`config.mk`:
```
export PLATFORM = sky130hd
export DESIGN_NAME = sgcs_front_flat
export DESIGN_NICKNAME = d
export VERILOG_FILES = /design/src/hw/rtl/sgcs_pkg.sv /design/src/hw/rtl/sgcs_item_if.sv /design/src/hw/rtl/sgcs_front.sv /design/src/flat_wrapper.sv
export SDC_FILE = /design/constraint.sdc
export NUM_CORES = 1
export LEC_CHECK = 0
export BUFFER_PORTS_ARGS = -buffer_cell sky130_fd_sc_hd__buf_4
export CAP_MARGIN = 20
export CELL_PAD_IN_SITES_DETAIL_PLACEMENT = 0
export CELL_PAD_IN_SITES_GLOBAL_PLACEMENT = 1
export CORE_MARGIN = 2
export CORE_UTILIZATION = 19
export DETAILED_ROUTE_END_ITERATION = 8
export GPL_TIMING_DRIVEN = 0
export PLACE_DENSITY = 0.8
export RECOVER_POWER = 100
export SLEW_MARGIN = 0
export SYNTH_ARGS = -nofsm -noshare
export SYNTH_HDL_FRONTEND = slang
export SYNTH_SLANG_ARGS = --single-unit
```
`constraint.sdc`:
```
create_clock -name vclk -period 1.3
set_input_delay 0.26 -clock vclk [all_inputs]
set_output_delay 0.26 -clock vclk [all_outputs]
set_load 0.03 [all_outputs]
```
`src/hw/rtl/sgcs_pkg.sv`:
```
`default_nettype none
// ============================================================================
// sgcs_pkg
// Shared types, codes and constants of the snow grid sweep unit.
// ============================================================================
package sgcs_pkg;

    localparam int MAX_COLUMNS = 128;
    localparam int MAX_ROWS    = 64;
    localparam int COL_W       = $clog2(MAX_COLUMNS);
    localparam int ROW_W       = $clog2(MAX_ROWS);
    localparam int UW_W        = 8;
    localparam int UH_W        = 7;
    localparam int SEED_W      = 16;
    localparam int PADDR_W     = 4;
    localparam int PDATA_W     = 32;
    localparam int QUEUE_DEPTH = 2;
    localparam int QPTR_W      = $clog2(QUEUE_DEPTH);

    localparam logic [1:0] KIND_EMPTY  = 2'd0;
    localparam logic [1:0] KIND_FLAKE  = 2'd1;
    localparam logic [1:0] KIND_WALL   = 2'd2;
    localparam logic [1:0] KIND_CANNON = 2'd3;

    localparam logic [2:0] OP_WRITE       = 3'd0;
    localparam logic [2:0] OP_DROP_COL    = 3'd1;
    localparam logic [2:0] OP_DROP_CANNON = 3'd2;
    localparam logic [2:0] OP_LEFT        = 3'd3;
    localparam logic [2:0] OP_RIGHT       = 3'd4;
    localparam logic [2:0] OP_TICK        = 3'd5;
    localparam logic [2:0] OP_READ        = 3'd6;
    localparam logic [2:0] OP_NONE        = 3'd7;

    localparam logic [1:0] REG_WIDTH  = 2'd0;
    localparam logic [1:0] REG_HEIGHT = 2'd1;
    localparam logic [1:0] REG_SEED   = 2'd2;

    localparam logic [UW_W-1:0]   RST_WIDTH  = UW_W'(MAX_COLUMNS);
    localparam logic [UH_W-1:0]   RST_HEIGHT = UH_W'(MAX_ROWS);
    localparam logic [SEED_W-1:0] RST_SEED   = 16'd44257;
    localparam logic [SEED_W-1:0] LFSR_MASK  = 16'hB400;

    typedef logic [MAX_COLUMNS-1:0][1:0] row_t;

    typedef struct packed {
        logic [2:0]       op;
        logic [COL_W-1:0] col;
        logic [ROW_W-1:0] row;
        logic             wall;
        logic             col_in;
        logic             cell_in;
    } cmd_t;

    typedef struct packed {
        logic              width_wr;
        logic [UW_W-1:0]   width_new;
        logic              seed_wr;
        logic [SEED_W-1:0] seed;
    } cfg_evt_t;

    typedef struct packed {
        logic             busy;
        logic [COL_W-1:0] cannon;
    } back_stat_t;

    function automatic logic [UW_W-1:0] clamp_width(input logic [UW_W-1:0] w);
        logic [UW_W-1:0] r;
        r = w;
        if (w == '0) r = UW_W'(1);
        else if (w > UW_W'(MAX_COLUMNS)) r = UW_W'(MAX_COLUMNS);
        return r;
    endfunction

    function automatic logic [UH_W-1:0] clamp_height(input logic [UH_W-1:0] h);
        logic [UH_W-1:0] r;
        r = h;
        if (h < UH_W'(2)) r = UH_W'(2);
        else if (h > UH_W'(MAX_ROWS)) r = UH_W'(MAX_ROWS);
        return r;
    endfunction

endpackage
`default_nettype wire

```
`src/hw/rtl/sgcs_item_if.sv`:
```
`default_nettype none
// ============================================================================
// sgcs_item_if
// Input item channel: valid/ready with op, column, row and wall.
// ============================================================================
interface sgcs_item_if;
    import sgcs_pkg::*;
    logic             valid;
    logic             ready;
    logic [2:0]       op;
    logic [COL_W-1:0] column;
    logic [ROW_W-1:0] row;
    logic             wall;
    modport source (output valid, output op, output column, output row, output wall,
                    input ready);
    modport sink (input valid, input op, input column, input row, input wall,
                  output ready);
endinterface
`default_nettype wire

```
`src/hw/rtl/sgcs_front.sv`:
```
`default_nettype none
// ============================================================================
// sgcs_front
// Accepts item beats and classifies them against the used grid size.
// ============================================================================
module sgcs_front (
    sgcs_item_if.sink               item_in,
    input  logic [sgcs_pkg::UW_W-1:0] used_width,
    input  logic [sgcs_pkg::UH_W-1:0] used_height,
    input  logic                    q_full,
    output logic                    q_push,
    output sgcs_pkg::cmd_t          q_data
);
    import sgcs_pkg::*;

    logic col_in;

    assign item_in.ready = !q_full;
    assign q_push        = item_in.valid && !q_full;
    assign col_in        = {1'b0, item_in.column} < used_width;

    always_comb
    begin
        q_data.op      = item_in.op;
        q_data.col     = item_in.column;
        q_data.row     = item_in.row;
        q_data.wall    = item_in.wall;
        q_data.col_in  = col_in;
        q_data.cell_in = col_in && ({1'b0, item_in.row} < used_height);
    end

endmodule
`default_nettype wire

```
`src/flat_wrapper.sv`:
```
// flat-port wrapper written by rule: the top's interface ports become plain ports
module sgcs_front_flat import sgcs_pkg::*;
  (used_width, used_height, q_full, q_push, q_data, item_in_valid, item_in_op, item_in_column, item_in_row, item_in_wall, item_in_ready);
  sgcs_item_if item_in_i ();
  input  logic [sgcs_pkg::UW_W-1:0] used_width;
  input  logic [sgcs_pkg::UH_W-1:0] used_height;
  input  logic q_full;
  output logic q_push;
  output sgcs_pkg::cmd_t q_data;
  input wire logic [$bits(item_in_i.valid)-1:0] item_in_valid;
  input wire logic [$bits(item_in_i.op)-1:0] item_in_op;
  input wire logic [$bits(item_in_i.column)-1:0] item_in_column;
  input wire logic [$bits(item_in_i.row)-1:0] item_in_row;
  input wire logic [$bits(item_in_i.wall)-1:0] item_in_wall;
  output wire logic [$bits(item_in_i.ready)-1:0] item_in_ready;
  assign item_in_i.valid = item_in_valid;
  assign item_in_i.op = item_in_op;
  assign item_in_i.column = item_in_column;
  assign item_in_i.row = item_in_row;
  assign item_in_i.wall = item_in_wall;
  assign item_in_ready = item_in_i.ready;
  sgcs_front u_core (.item_in(item_in_i), .used_width(used_width), .used_height(used_height), .q_full(q_full), .q_push(q_push), .q_data(q_data));
endmodule
```
==> flow_metrics.tcl <==
set metrics [dict create \
    status "finished, violations left" \
    violations "negative setup slack" \
    cts_hold_buf 0 \
    globalplace.congestion 0.5619 \
    comb_power_share 1.000 \
    grt_use_met3 0 \
    nNetsFinal 157 \
    fp.dieH_um 52.15 \
    initial_core_util 0.1991 \
    hold_viol_final 0 \
    dp_cells 138 \
    stdcell_area_um2 939.7 \
    start_kind "input pin" \
    worstMarginPinSlew_ns 0.3747 \
    cp.required_ns 1.04 \
    nClkBuffers 0 \
    netlist_area_um2 440.4 \
    grt_pass1_vias 470 \
    synthMostInstantiatedCell "buf_4" \
    cp_data_arrival_time_ns 1.40 \
    crit_chain "buf_8 -> inv_12 -> ha_4 -> a2111oi_4 -> o32a_4 -> o211a_4 -> buf_6" \
    clkPwrFrac 0 \
    p_sw_frac 0.4777 \
    worstHoldPathCells 2 \
    synth_top_area_share 0.3125 \
    cp_max_fo 2 \
    synth_area_leader_cell "ha_1" \
    synth.area.top_cells "ha_1 (31%), buf_4 (31%), inv_1 (10%)" \
    cap_violations 0 \
    leakage_nw 0.4742 \
    die_area_mm2 0.002719 \
    diodes 0 \
    wire_per_inst_um 8.870 \
    drive_above_1_share 0.5909 \
    cellPowerDensity_mw_per_mm2 396.3 \
    ir_drop_v 0.0001426 \
    drt-total-wl_um 1224 \
    vias_per_cell 4.007 \
    slew_headroom 0.7513 \
    cts_setup_buffers 0 \
    finalCritPeriodShare 1.273 \
    hold_path_class "input pin to output port" \
    syn2layout_area_growth_pct 113.4 \
    postRouteAntennaNets 0 \
    drtPass1Iterations 1 \
    layout.cells.non_filler 138 \
    rsz0062_at_grt "yes" \
    max_freq_mhz 604.2 \
    grt_usage 0.07500 \
    syn_area_per_cell_um2 7.465 \
    grtUsageMet2 0.1624 \
    worst-setup-path-type "input pin to output port" \
    synth_warnings 0 \
    dp_hpwl_um 1074 \
    grtUsageMet1 0.08419 \
    vias 553 \
    ys_types 18 \
    critPathMaxStageDelay_ns 0.29 \
    fin_util 0.4248 \
    regArea_um2 0 \
    p_sw_w 0.0001779 \
    portBuffers 51 \
    p_int_w 0.0001945 \
    grt-busiest-layer "met2" \
    core_mm2 0.002212 \
    gr-total-overflow 0 \
    drt_iter0_drc 0 \
    final_max_slew_viol_count 0 \
    setup_viol 2 \
    grt_max_degree 3 \
    min_period_ns 1.655 \
    die_w_um 52.15 \
    post_synth_inst_count 59 \
    cp-end-kind "output port" \
    fillers 237 \
    seq_cells 0 \
    ys_seq_area_frac 0 \
    placed_cell_area_um2 903.4 \
    synth_common_cells "buf_4 (18), inv_1 (12), ha_1 (11)" \
    drcViolationCount 0 \
    fin_setup_tns_ns -0.6844 \
    fin_ws_ns -0.3552 \
    grt_pass1_wl_um 1683 \
    synth_nets 104 \
    antenna_found_initial 0 \
    ios 55 \
    finalPower_w 0.0003724 \
    rows 17 \
    pwr-share-seq 0 \
    cp_slowest_cell "a2111oi_4" \
]
-- power by group through the flow --
| stage | clock network, W | registers, W | logic (W) |
|---|---|---|---|
| final | 0 | 0 | 0.000372 |
| after global placement | 0 | 0 | 0.000356 |
| after floorplan | 0 | 0 | 0.000211 |
| after global routing | 0 | 0 | 0.000401 |
| after detailed placement | 0 | 0 | 0.000358 |
| after CTS | 0 | 0 | 0.000379 |
-- layer usage --
metal,wire (um),vias to the layer above
li1,-,282
met4,0,0
met5,0,-
met2,657,39
met3,161,0
met1,405,232
-- cell usage in the layout (no fill, tap or decap), drive strengths merged --
cell type	Yosys	final
a21oi	2	2
a2111oi	1	1
a21o	1	1
o21a	1	1
nand2	1	1
clkbuf	0	19
ha	11	11
nand3	1	1
o21bai	1	1
nor2	2	2
o211ai	1	1
nand2b	1	1
inv	12	12
buf	18	50
nor2b	1	1
o211a	1	1
o32a	1	1
o21ai	2	2
nor3b	1	1
-- final timing paths --
path / from / end / slack (ns)
hold / removal: item_in_op[0] / q_data[16] / 0.82
setup / recovery: used_width[1] / q_data[0] / -0.36
-- critical path: cells and delay by family --
family          cells  cell delay, ns
fa+ha+maj           1            0.23
buf+inv             3            0.24
compound gates      3            0.66
-- cell families after synthesis --
kind of cell	count (synthesis)	synth area share
and+or+nand+nor	7	0.08240
adders and majority gates	11	0.3125
buffers and inverters	30	0.4091
AOI/OAI and AO/OA	11	0.1960
-- metrics by stage --
| step | worst slack, ns | hold WS (ns) |
|---|---|---|
| finish | -0.3552 | 0.8221 |
| global route | -0.3939 | 0.8290 |
| CTS | -0.3779 | 0.7392 |
| detailed placement | -0.4527 | 0.7388 |
| global placement | -0.4446 | 0.7371 |
| floorplan | -0.1749 | 0.6296 |
-- timing repair --
action                                 in CTS  in global routing
setup endpoints to repair                   2                  2
pin swaps                                   7                  4
gates resized for setup                    12                  8
endpoints found under the hold margin       0                  0
-- area by class of cell --
class              count  area [um2]  area share
multi-input cells     29       370.4      0.3941
well taps             28       35.03     0.03728
plain buffers         18       135.1      0.1438
inverters             12       57.56     0.06125
repair buffers        51       341.6      0.3635
(Power assumes the default switching activity.)
