File: src/hw/rtl/sgcs_pkg.sv
`default_nettype none
// ============================================================================
// sgcs_pkg
// Shared types, codes and constants of the snow grid sweep unit.
// ============================================================================
package sgcs_pkg;

    localparam int MAX_COLUMNS = 128;
    localparam int MAX_ROWS    = 64;
    localparam int COL_W       = $clog2(MAX_COLUMNS);
    localparam int ROW_W       = $clog2(MAX_ROWS);
    localparam int UW_W        = 8;
    localparam int UH_W        = 7;
    localparam int SEED_W      = 16;
    localparam int PADDR_W     = 4;
    localparam int PDATA_W     = 32;
    localparam int QUEUE_DEPTH = 2;
    localparam int QPTR_W      = $clog2(QUEUE_DEPTH);

    localparam logic [1:0] KIND_EMPTY  = 2'd0;
    localparam logic [1:0] KIND_FLAKE  = 2'd1;
    localparam logic [1:0] KIND_WALL   = 2'd2;
    localparam logic [1:0] KIND_CANNON = 2'd3;

    localparam logic [2:0] OP_WRITE       = 3'd0;
    localparam logic [2:0] OP_DROP_COL    = 3'd1;
    localparam logic [2:0] OP_DROP_CANNON = 3'd2;
    localparam logic [2:0] OP_LEFT        = 3'd3;
    localparam logic [2:0] OP_RIGHT       = 3'd4;
    localparam logic [2:0] OP_TICK        = 3'd5;
    localparam logic [2:0] OP_READ        = 3'd6;
    localparam logic [2:0] OP_NONE        = 3'd7;

    localparam logic [1:0] REG_WIDTH  = 2'd0;
    localparam logic [1:0] REG_HEIGHT = 2'd1;
    localparam logic [1:0] REG_SEED   = 2'd2;

    localparam logic [UW_W-1:0]   RST_WIDTH  = UW_W'(MAX_COLUMNS);
    localparam logic [UH_W-1:0]   RST_HEIGHT = UH_W'(MAX_ROWS);
    localparam logic [SEED_W-1:0] RST_SEED   = 16'd44257;
    localparam logic [SEED_W-1:0] LFSR_MASK  = 16'hB400;

    typedef logic [MAX_COLUMNS-1:0][1:0] row_t;

    typedef struct packed {
        logic [2:0]       op;
        logic [COL_W-1:0] col;
        logic [ROW_W-1:0] row;
        logic             wall;
        logic             col_in;
        logic             cell_in;
    } cmd_t;

    typedef struct packed {
        logic              width_wr;
        logic [UW_W-1:0]   width_new;
        logic              seed_wr;
        logic [SEED_W-1:0] seed;
    } cfg_evt_t;

    typedef struct packed {
        logic             busy;
        logic [COL_W-1:0] cannon;
    } back_stat_t;

    function automatic logic [UW_W-1:0] clamp_width(input logic [UW_W-1:0] w);
        logic [UW_W-1:0] r;
        r = w;
        if (w == '0) r = UW_W'(1);
        else if (w > UW_W'(MAX_COLUMNS)) r = UW_W'(MAX_COLUMNS);
        return r;
    endfunction

    function automatic logic [UH_W-1:0] clamp_height(input logic [UH_W-1:0] h);
        logic [UH_W-1:0] r;
        r = h;
        if (h < UH_W'(2)) r = UH_W'(2);
        else if (h > UH_W'(MAX_ROWS)) r = UH_W'(MAX_ROWS);
        return r;
    endfunction

endpackage
`default_nettype wire

File: src/hw/rtl/sgcs_queue.sv
`default_nettype none
// ============================================================================
// sgcs_queue
// Short command queue between the front and back parts.
// ============================================================================
module sgcs_queue (
    input  logic           clk,
    input  logic           rst_n,
    input  logic           push,
    input  sgcs_pkg::cmd_t push_data,
    output logic           full,
    input  logic           pop,
    output sgcs_pkg::cmd_t pop_data,
    output logic           nonempty
);
    import sgcs_pkg::*;

    cmd_t                 entry_reg [QUEUE_DEPTH];
    logic [QPTR_W-1:0]    wptr_reg, rptr_reg;
    logic [QPTR_W:0]      count_reg;

    assign full     = count_reg == (QPTR_W+1)'(QUEUE_DEPTH);
    assign nonempty = count_reg != '0;
    assign pop_data = entry_reg[rptr_reg];

    always_ff @(posedge clk)
    begin
        if (push)
            entry_reg[wptr_reg] <= push_data;
    end

    always_ff @(posedge clk or negedge rst_n)
    begin
        if (!rst_n)
        begin
            wptr_reg  <= '0;
            rptr_reg  <= '0;
            count_reg <= '0;
        end
        else
        begin
            if (push)
                wptr_reg <= wptr_reg + 1'b1;
            if (pop)
                rptr_reg <= rptr_reg + 1'b1;
            if (push && !pop)
                count_reg <= count_reg + 1'b1;
            else if (pop && !push)
                count_reg <= count_reg - 1'b1;
        end
    end

endmodule
`default_nettype wire

File: config.mk
export PLATFORM = sky130hd
export DESIGN_NAME = sgcs_queue
export DESIGN_NICKNAME = d
export VERILOG_FILES = /design/src/hw/rtl/sgcs_pkg.sv /design/src/hw/rtl/sgcs_queue.sv
export SDC_FILE = /design/constraint.sdc
export NUM_CORES = 1
export LEC_CHECK = 0
export BUFFER_PORTS_ARGS = -buffer_cell sky130_fd_sc_hd__buf_2
export CAP_MARGIN = 20
export CORE_MARGIN = 2
export CORE_UTILIZATION = 46
export CTS_CLUSTER_SIZE = 14
export DETAILED_ROUTE_END_ITERATION = 10
export PLACE_DENSITY_LB_ADDON = 0.08
export SLEW_MARGIN = 15
export SYNTH_ARGS = -nofsm -noshare
export SYNTH_HDL_FRONTEND = slang
export SYNTH_SLANG_ARGS = --single-unit
File: constraint.sdc
create_clock -name clk -period 1.89 [get_ports clk]
set_clock_uncertainty 0.15 [all_clocks]
set_input_delay 0.2835 -clock clk [delete_from_list [all_inputs] [get_ports clk]]
set_output_delay 0.2835 -clock clk [all_outputs]
set_load 0.05 [all_outputs]
==> results of run 1 <==
[timing repair]
item                       in CTS  in global routing
buffers inserted                0                  1
cloned                          0                  1
pin swaps                       0                  0
setup endpoints to repair      19                 19
hold buffers                   22                  0
resized for setup               0                 64
hold endpoints to repair       44                  0
[placed cells by master (no fill, tap or decap), drive strengths merged]
| master | n |
|---|---|
| mux2 | 19 |
| dfrtp | 4 |
| xor2 | 4 |
| buf | 48 |
| ha | 1 |
| or2 | 1 |
| xnor2 | 1 |
| nor2 | 1 |
| clkbuf | 6 |
| edfxtp | 38 |
| and2b | 1 |
| and2 | 1 |
| nor2b | 1 |
| clkinv | 1 |
| dlygate4sd3 | 22 |
| inv | 1 |
[path summary, 6_finish.rpt]
kind	endpoint	cells past startpoint
min	wptr_reg$_DFFE_PN0P_	2
min reg2reg	wptr_reg$_DFFE_PN0P_	1
min in group clk	wptr_reg$_DFFE_PN0P_	1
max reg2reg	entry_reg[0][1]$_DFFE_PP_	2
max in group asynchronous	rptr_reg$_DFFE_PN0P_	2
max	pop_data[11]	3
[synth_stat cells]
master / number
nor2b_1: 1
mux2_4: 19
and2_1: 1
edfxtp_1: 38
dfrtp_1: 4
nor2_1: 1
xnor2_1: 1
or2_1: 1
xor2_1: 4
and2b_2: 1
buf_6: 2
ha_1: 1
inv_1: 1
[worst register-to-register path, cell delays in order (launching register included)]
cell and delay [ps]:
dfrtp_1 420, nor2b_2 110, buf_4 270
[logic make-up (layout without fill, tap and decap cells)]
| group | after synthesis | in the layout |
|---|---|---|
| XOR/XNOR | 5 | 5 |
| adder cells (fa/ha/maj) | 1 | 1 |
| buffers and inverters | 3 | 78 |
| flip-flops | 42 | 42 |
| multiplexers | 19 | 19 |
| AND/OR/NAND/NOR | 5 | 5 |
[layout make-up]
cell class	count	area share [%]
multi-input cells	30	15.9
repair buffers	71	27.1
clock buffers	5	1.59
clock inverters	1	0.159
inverters	1	0.159
well taps	46	2.44
flip-flops and latches	42	52.6
[per-layer routing]
layer | global-route usage [%] | vias to the layer above | share of wire [%]
met2 | 24.7 | 28 | 56
li1 | - | 433 | -
met3 | 5.36 | 6 | 4.9
met1 | 13.3 | 432 | 37
met5 | 0 | - | 0
met4 | 7.34 | 0 | 2.2
[power breakdown]
part	switching, mW	internal, mW	leakage (nW)	total [mW]
sequential	0.0958	1.24	0.402	1.34
combinational	1.10	0.869	0.551	1.97
clock	0.238	0.127	0.0246	0.365
[stage by stage]
stage	util [%]	setup slack, ps	area [sq um]
after floorplan	-	72.4	1640
after global placement	56.7	376	1920
after detailed placement	56.7	369	1920
after CTS	64.5	-30.6	2180
after global routing	69.7	-39.9	2360
final	69.7	27.1	2360
==> results.py, run 1 <==
metrics = {
    "cells_and_area": {
        "drive_gt1_share_pct": 50.7,
        "nFillCells": 234,
        "finalNonFillerCells": 196,
        "antenna_cells": 0,
        "multi_input_area_sq_um": 375,
        "seqCellArea_sq_mm": 0.00124,
        "nets": 175,
        "largest_reg_flops": 38,
        "area_growth_syn_to_layout_pct": 43.9,
    },
    "worst_setup_path": {
        "critical_path_buf_inv_count": 2,
        "critical_path_class": "reg -> out",
        "cp_top_family": "flip-flops",
        "start_kind": "flop",
        "regToRegStartpoint": "wptr_reg$_DFFE_PN0P_",
        "worstSetupEndpointType": "primary output",
        "path_cells": "buf_12 -> mux2_4 -> buf_6",
        "worstPathArrival_ps": 1430,
        "ff2ff_setup_slack_ps": 620,
        "cp-startpoint": "rptr_reg$_DFFE_PN0P_",
        "cpMaxStageDelayCell": "dfrtp_2",
        "max_stage_delay_ps": 470,
        "critPathRequiredTime_ps": 1460,
        "cp_max_fo": 10,
    },
    "clock_network": {
        "h-tree-depth": 2,
        "clk_pin_slew_ps": 100,
        "numCtsBuffers": 5,
        "cts_tree": "yes",
        "insertion_delay_ps": 330,
        "clockRootBuffer": "clkbuf_4",
        "cts_sinks": 42,
        "clock_path_buffers": 2,
    },
    "global_route": {
        "grt_pass1_vias": 914,
        "antenna_found_initial": 0,
        "grt_max_degree": 20,
        "grt_pass1_wl_mm": 3.91,
        "grtUsageTotal_pct": 13.7,
        "grt_overflow": 0,
    },
    "synth": {
        "synth_adder_area_share_pct": 0.763,
        "syn_area_sq_mm": 0.00164,
        "synth_compound_area_share_pct": 0,
        "synth_mux_area_share_pct": 17.4,
        "synthDistinctLibCells": 13,
        "synth_top_family_by_area": "multiplexers",
        "yosys_warnings": 0,
        "seq_area_frac_synth_pct": 75.7,
        "syn_inst": 75,
        "synth_top_area_share_pct": 69.6,
        "synth.top_cells.by_area": "edfxtp_1 70%, mux2_4 17%, dfrtp_1 6.1%",
        "yosys.area_share.simple_pct": 1.91,
        "synth_top_area_cell": "edfxtp_1",
        "avgSynthCellArea_sq_um": 21.9,
        "synth_fp_nets": 99,
        "synth-seq-cells": 42,
        "synth_xor_area_share_pct": 2.67,
    },
    "run": {
        "maxCapViolCount": 0,
    },
    "floorplan": {
        "rows": 21,
        "coreArea_sq_mm": 0.00339,
        "dieArea_sq_mm": 0.00406,
        "start_util_pct": 48.4,
        "io_pins": 44,
        "fp.dieH_microns": 63.7,
        "dieWidth_microns": 63.7,
    },
    "sta": {
        "finalSetupViolations": 0,
        "drv_slew": 0,
        "tns_ps": 0,
        "hold_ws_ps": 128,
        "fmax_ghz": 0.537,
        "min_period_over_period_pct": 98.6,
        "finalHoldViolations": 0,
        "tightest_slew_ps": 263,
        "max_slew_margin_pct": 82.4,
        "period_needed_ps": 1860,
        "rsz0062_at_grt": "true",
    },
    "route": {
        "drt_iter0_markers": 20,
        "drtPass1Iterations": 4,
        "drt_wl_total_mm": 2.64,
        "ant_nets": 0,
        "wire_per_inst_microns": 13.5,
        "avgViaCountPerCell": 4.59,
        "route.detailed.drc": 0,
        "num_vias": 899,
    },
    "power": {
        "fin_total_pwr_mw": 3.67,
        "power_density_mw_per_mm2": 1560,
        "p_leak_nw": 0.978,
        "vdd_drop_max_uv": 832,
    },
    "min_path": {
        "hold_class": "in -> async",
    },
    "placement": {
        "gp_congestion": 0.640,
        "numPortBuffers": 43,
        "dp_cells": 166,
    },
    "outcome": {
        "status": "finished, final reports clean",
    },
}
Power figures use the tool's default switching activity.
==> run 2, diff against run 1 <==
- CORE_UTILIZATION: 46 -> 51
- clock period: 1.89 -> 1.85 ns (I/O delays scaled with it)
==> run 2 against run 1 <==
The flow now finishes with violations (setup timing). Register-to-register slack better by 30 ps. First-iteration DRC count fell by 15%. Combinational power about the same. Clock-buffer cell count grew 1. Sequential share of layout area down 0.22 points. Non-clock buffer count is 1 higher. Global-route usage is 2.9 points higher. Final area grew 0.42%. Critical path type unchanged. Critical endpoint is now pop_data[9].
==> results.py, run 2 (synthesized netlist as in run 1, its figures left out) <==
metrics = {
    "outcome": {
        "status": "finished with violations",
        "violations": "setup timing",
    },
    "global_route": {
        "grt_pass1_vias": 953,
        "grtUsageTotal_pct": 16.6,
        "grt_max_degree": 13,
        "antenna_found_initial": 0,
        "grt_pass1_wl_mm": 4.10,
        "grt_overflow": 0,
    },
    "sta": {
        "period_needed_ps": 1880,
        "max_slew_margin_pct": 83.6,
        "fmax_ghz": 0.532,
        "finalSetupViolations": 17,
        "tns_ps": -288,
        "drv_slew": 0,
        "min_period_over_period_pct": 102,
        "tightest_slew_ps": 248,
        "rsz0062_at_grt": "true",
        "finalHoldViolations": 0,
        "fin_ws_ps": -28.7,
    },
    "worst_setup_path": {
        "max_stage_delay_ps": 480,
        "start_kind": "flop",
        "cp_max_fo": 10,
        "path_cells": "buf_12 -> mux2_4 -> buf_6",
        "critical_path_class": "reg -> out",
        "cp_top_family": "flip-flops",
        "critPathRequiredTime_ps": 1420,
        "critical_path_buf_inv_count": 2,
        "worst-r2r-cell-count": 2,
        "crit_cells": 3,
        "cpMaxStageDelayCell": "dfrtp_2",
        "worstSetupEndpointType": "primary output",
        "worstPathArrival_ps": 1450,
    },
    "cells_and_area": {
        "antenna_cells": 0,
        "area_growth_syn_to_layout_pct": 44.5,
        "drive_gt1_share_pct": 51.0,
        "fin_util_pct": 77.7,
        "largest_reg_flops": 38,
        "final_cell_mix": "38 x edfxtp_1, 24 x buf_2, 22 x dlygate4sd3_1",
        "nets": 176,
        "final_common_cell": "edfxtp_1",
        "nFillCells": 188,
    },
    "floorplan": {
        "rows": 20,
        "dieWidth_microns": 60.7,
        "dieArea_sq_mm": 0.00369,
        "fp.dieH_microns": 60.7,
        "start_util_pct": 53.7,
        "io_pins": 44,
        "coreArea_sq_mm": 0.00305,
    },
    "clock_network": {
        "h-tree-depth": 2,
        "cts_sinks": 42,
        "cts_setup_buffers": 0,
        "clock_path_buffers": 2,
        "numCtsBuffers": 5,
        "cts_tree": "yes",
        "insertion_delay_ps": 340,
        "clk_pin_slew_ps": 110,
        "clockRootBuffer": "clkbuf_4",
    },
    "power": {
        "power_density_mw_per_mm2": 1590,
        "p_leak_nw": 0.987,
        "vdd_drop_max_uv": 905,
    },
    "placement": {
        "pre_cts_ws_ps": 337,
        "gp_congestion": 0.596,
        "numPortBuffers": 43,
    },
    "route": {
        "wire_per_inst_microns": 14.7,
        "drtPass1Iterations": 4,
        "route.detailed.drc": 0,
        "drt_wl_total_mm": 2.90,
        "ant_nets": 0,
        "drt_iter0_markers": 17,
        "avgViaCountPerCell": 4.66,
        "num_vias": 918,
    },
    "min_path": {
        "hold_class": "in -> async",
    },
    "run": {
        "maxCapViolCount": 0,
    },
}
[run 2: cell count changes in the layout (fill, tap and decap cells not counted), sizes merged]
| cell | delta |
|---|---|
| clkinv | +1 |
| clkbuf | +1 |
| buf | +1 |
[run 2: what timing repair did]
| item | 4_1_cts | 5_1_grt |
|---|---|---|
| endpoints found under the setup margin | 19 | 19 |
| hold buffers | 22 | 0 |
| gates cloned | 0 | 1 |
| endpoints found under the hold margin | 44 | 0 |
| resized for setup | 19 | 35 |
[run 2: per-layer routing]
| metal | track usage, % | vias up | share of wire [%] |
|---|---|---|---|
| li1 | - | 437 | - |
| met1 | 16.6 | 440 | 36 |
| met2 | 29.5 | 32 | 57 |
| met3 | 5.33 | 9 | 4.3 |
| met4 | 10.6 | 0 | 2.5 |
| met5 | 0 | - | 0 |
[run 2: final cells by class]
class                           count  area (sq um)  area share (%)
Clock buffer                        6          41.3            1.74
Clock inverter                      2          8.76           0.369
Inverter                            1          3.75           0.158
Multi-Input combinational cell     30           375            15.8
Sequential cell                    42          1240            52.4
Tap cell                           44          55.1            2.32
Timing Repair Buffer               72           644            27.2
[run 2: report_power, final]
group	internal [mW]	switching [mW]
logic	0.883	1.12
registers	1.27	0.0943
clock network	0.143	0.272
total	2.30	1.48
[run 2: through the flow]
step | cells | hold slack [ps] | power (mW) | instance area (sq um)
finish | 197 | 105 | 3.78 | 2370
global route | 197 | 104 | 3.94 | 2370
CTS | 196 | 94.8 | 3.56 | 2270
floorplan | 75 | -168 | 2.70 | 1640
global placement | 166 | -63.0 | 2.97 | 1940
detailed placement | 166 | -61.3 | 2.99 | 1940
[run 2: final timing paths]
check	from	end	slack [ps]
worst max register to register	wptr_reg$_DFFE_PN0P_	entry_reg[0][5]$_DFFE_PP_	650
worst max-delay path	rptr_reg$_DFFE_PN0P_	pop_data[9]	-30
worst min-delay path	rst_n	rptr_reg$_DFFE_PN0P_	110
max in group asynchronous	rst_n	rptr_reg$_DFFE_PN0P_	1320
min in group clk	count_reg[1]$_DFFE_PN0P_	count_reg[1]$_DFFE_PN0P_	350
worst min register to register	count_reg[1]$_DFFE_PN0P_	count_reg[1]$_DFFE_PN0P_	350
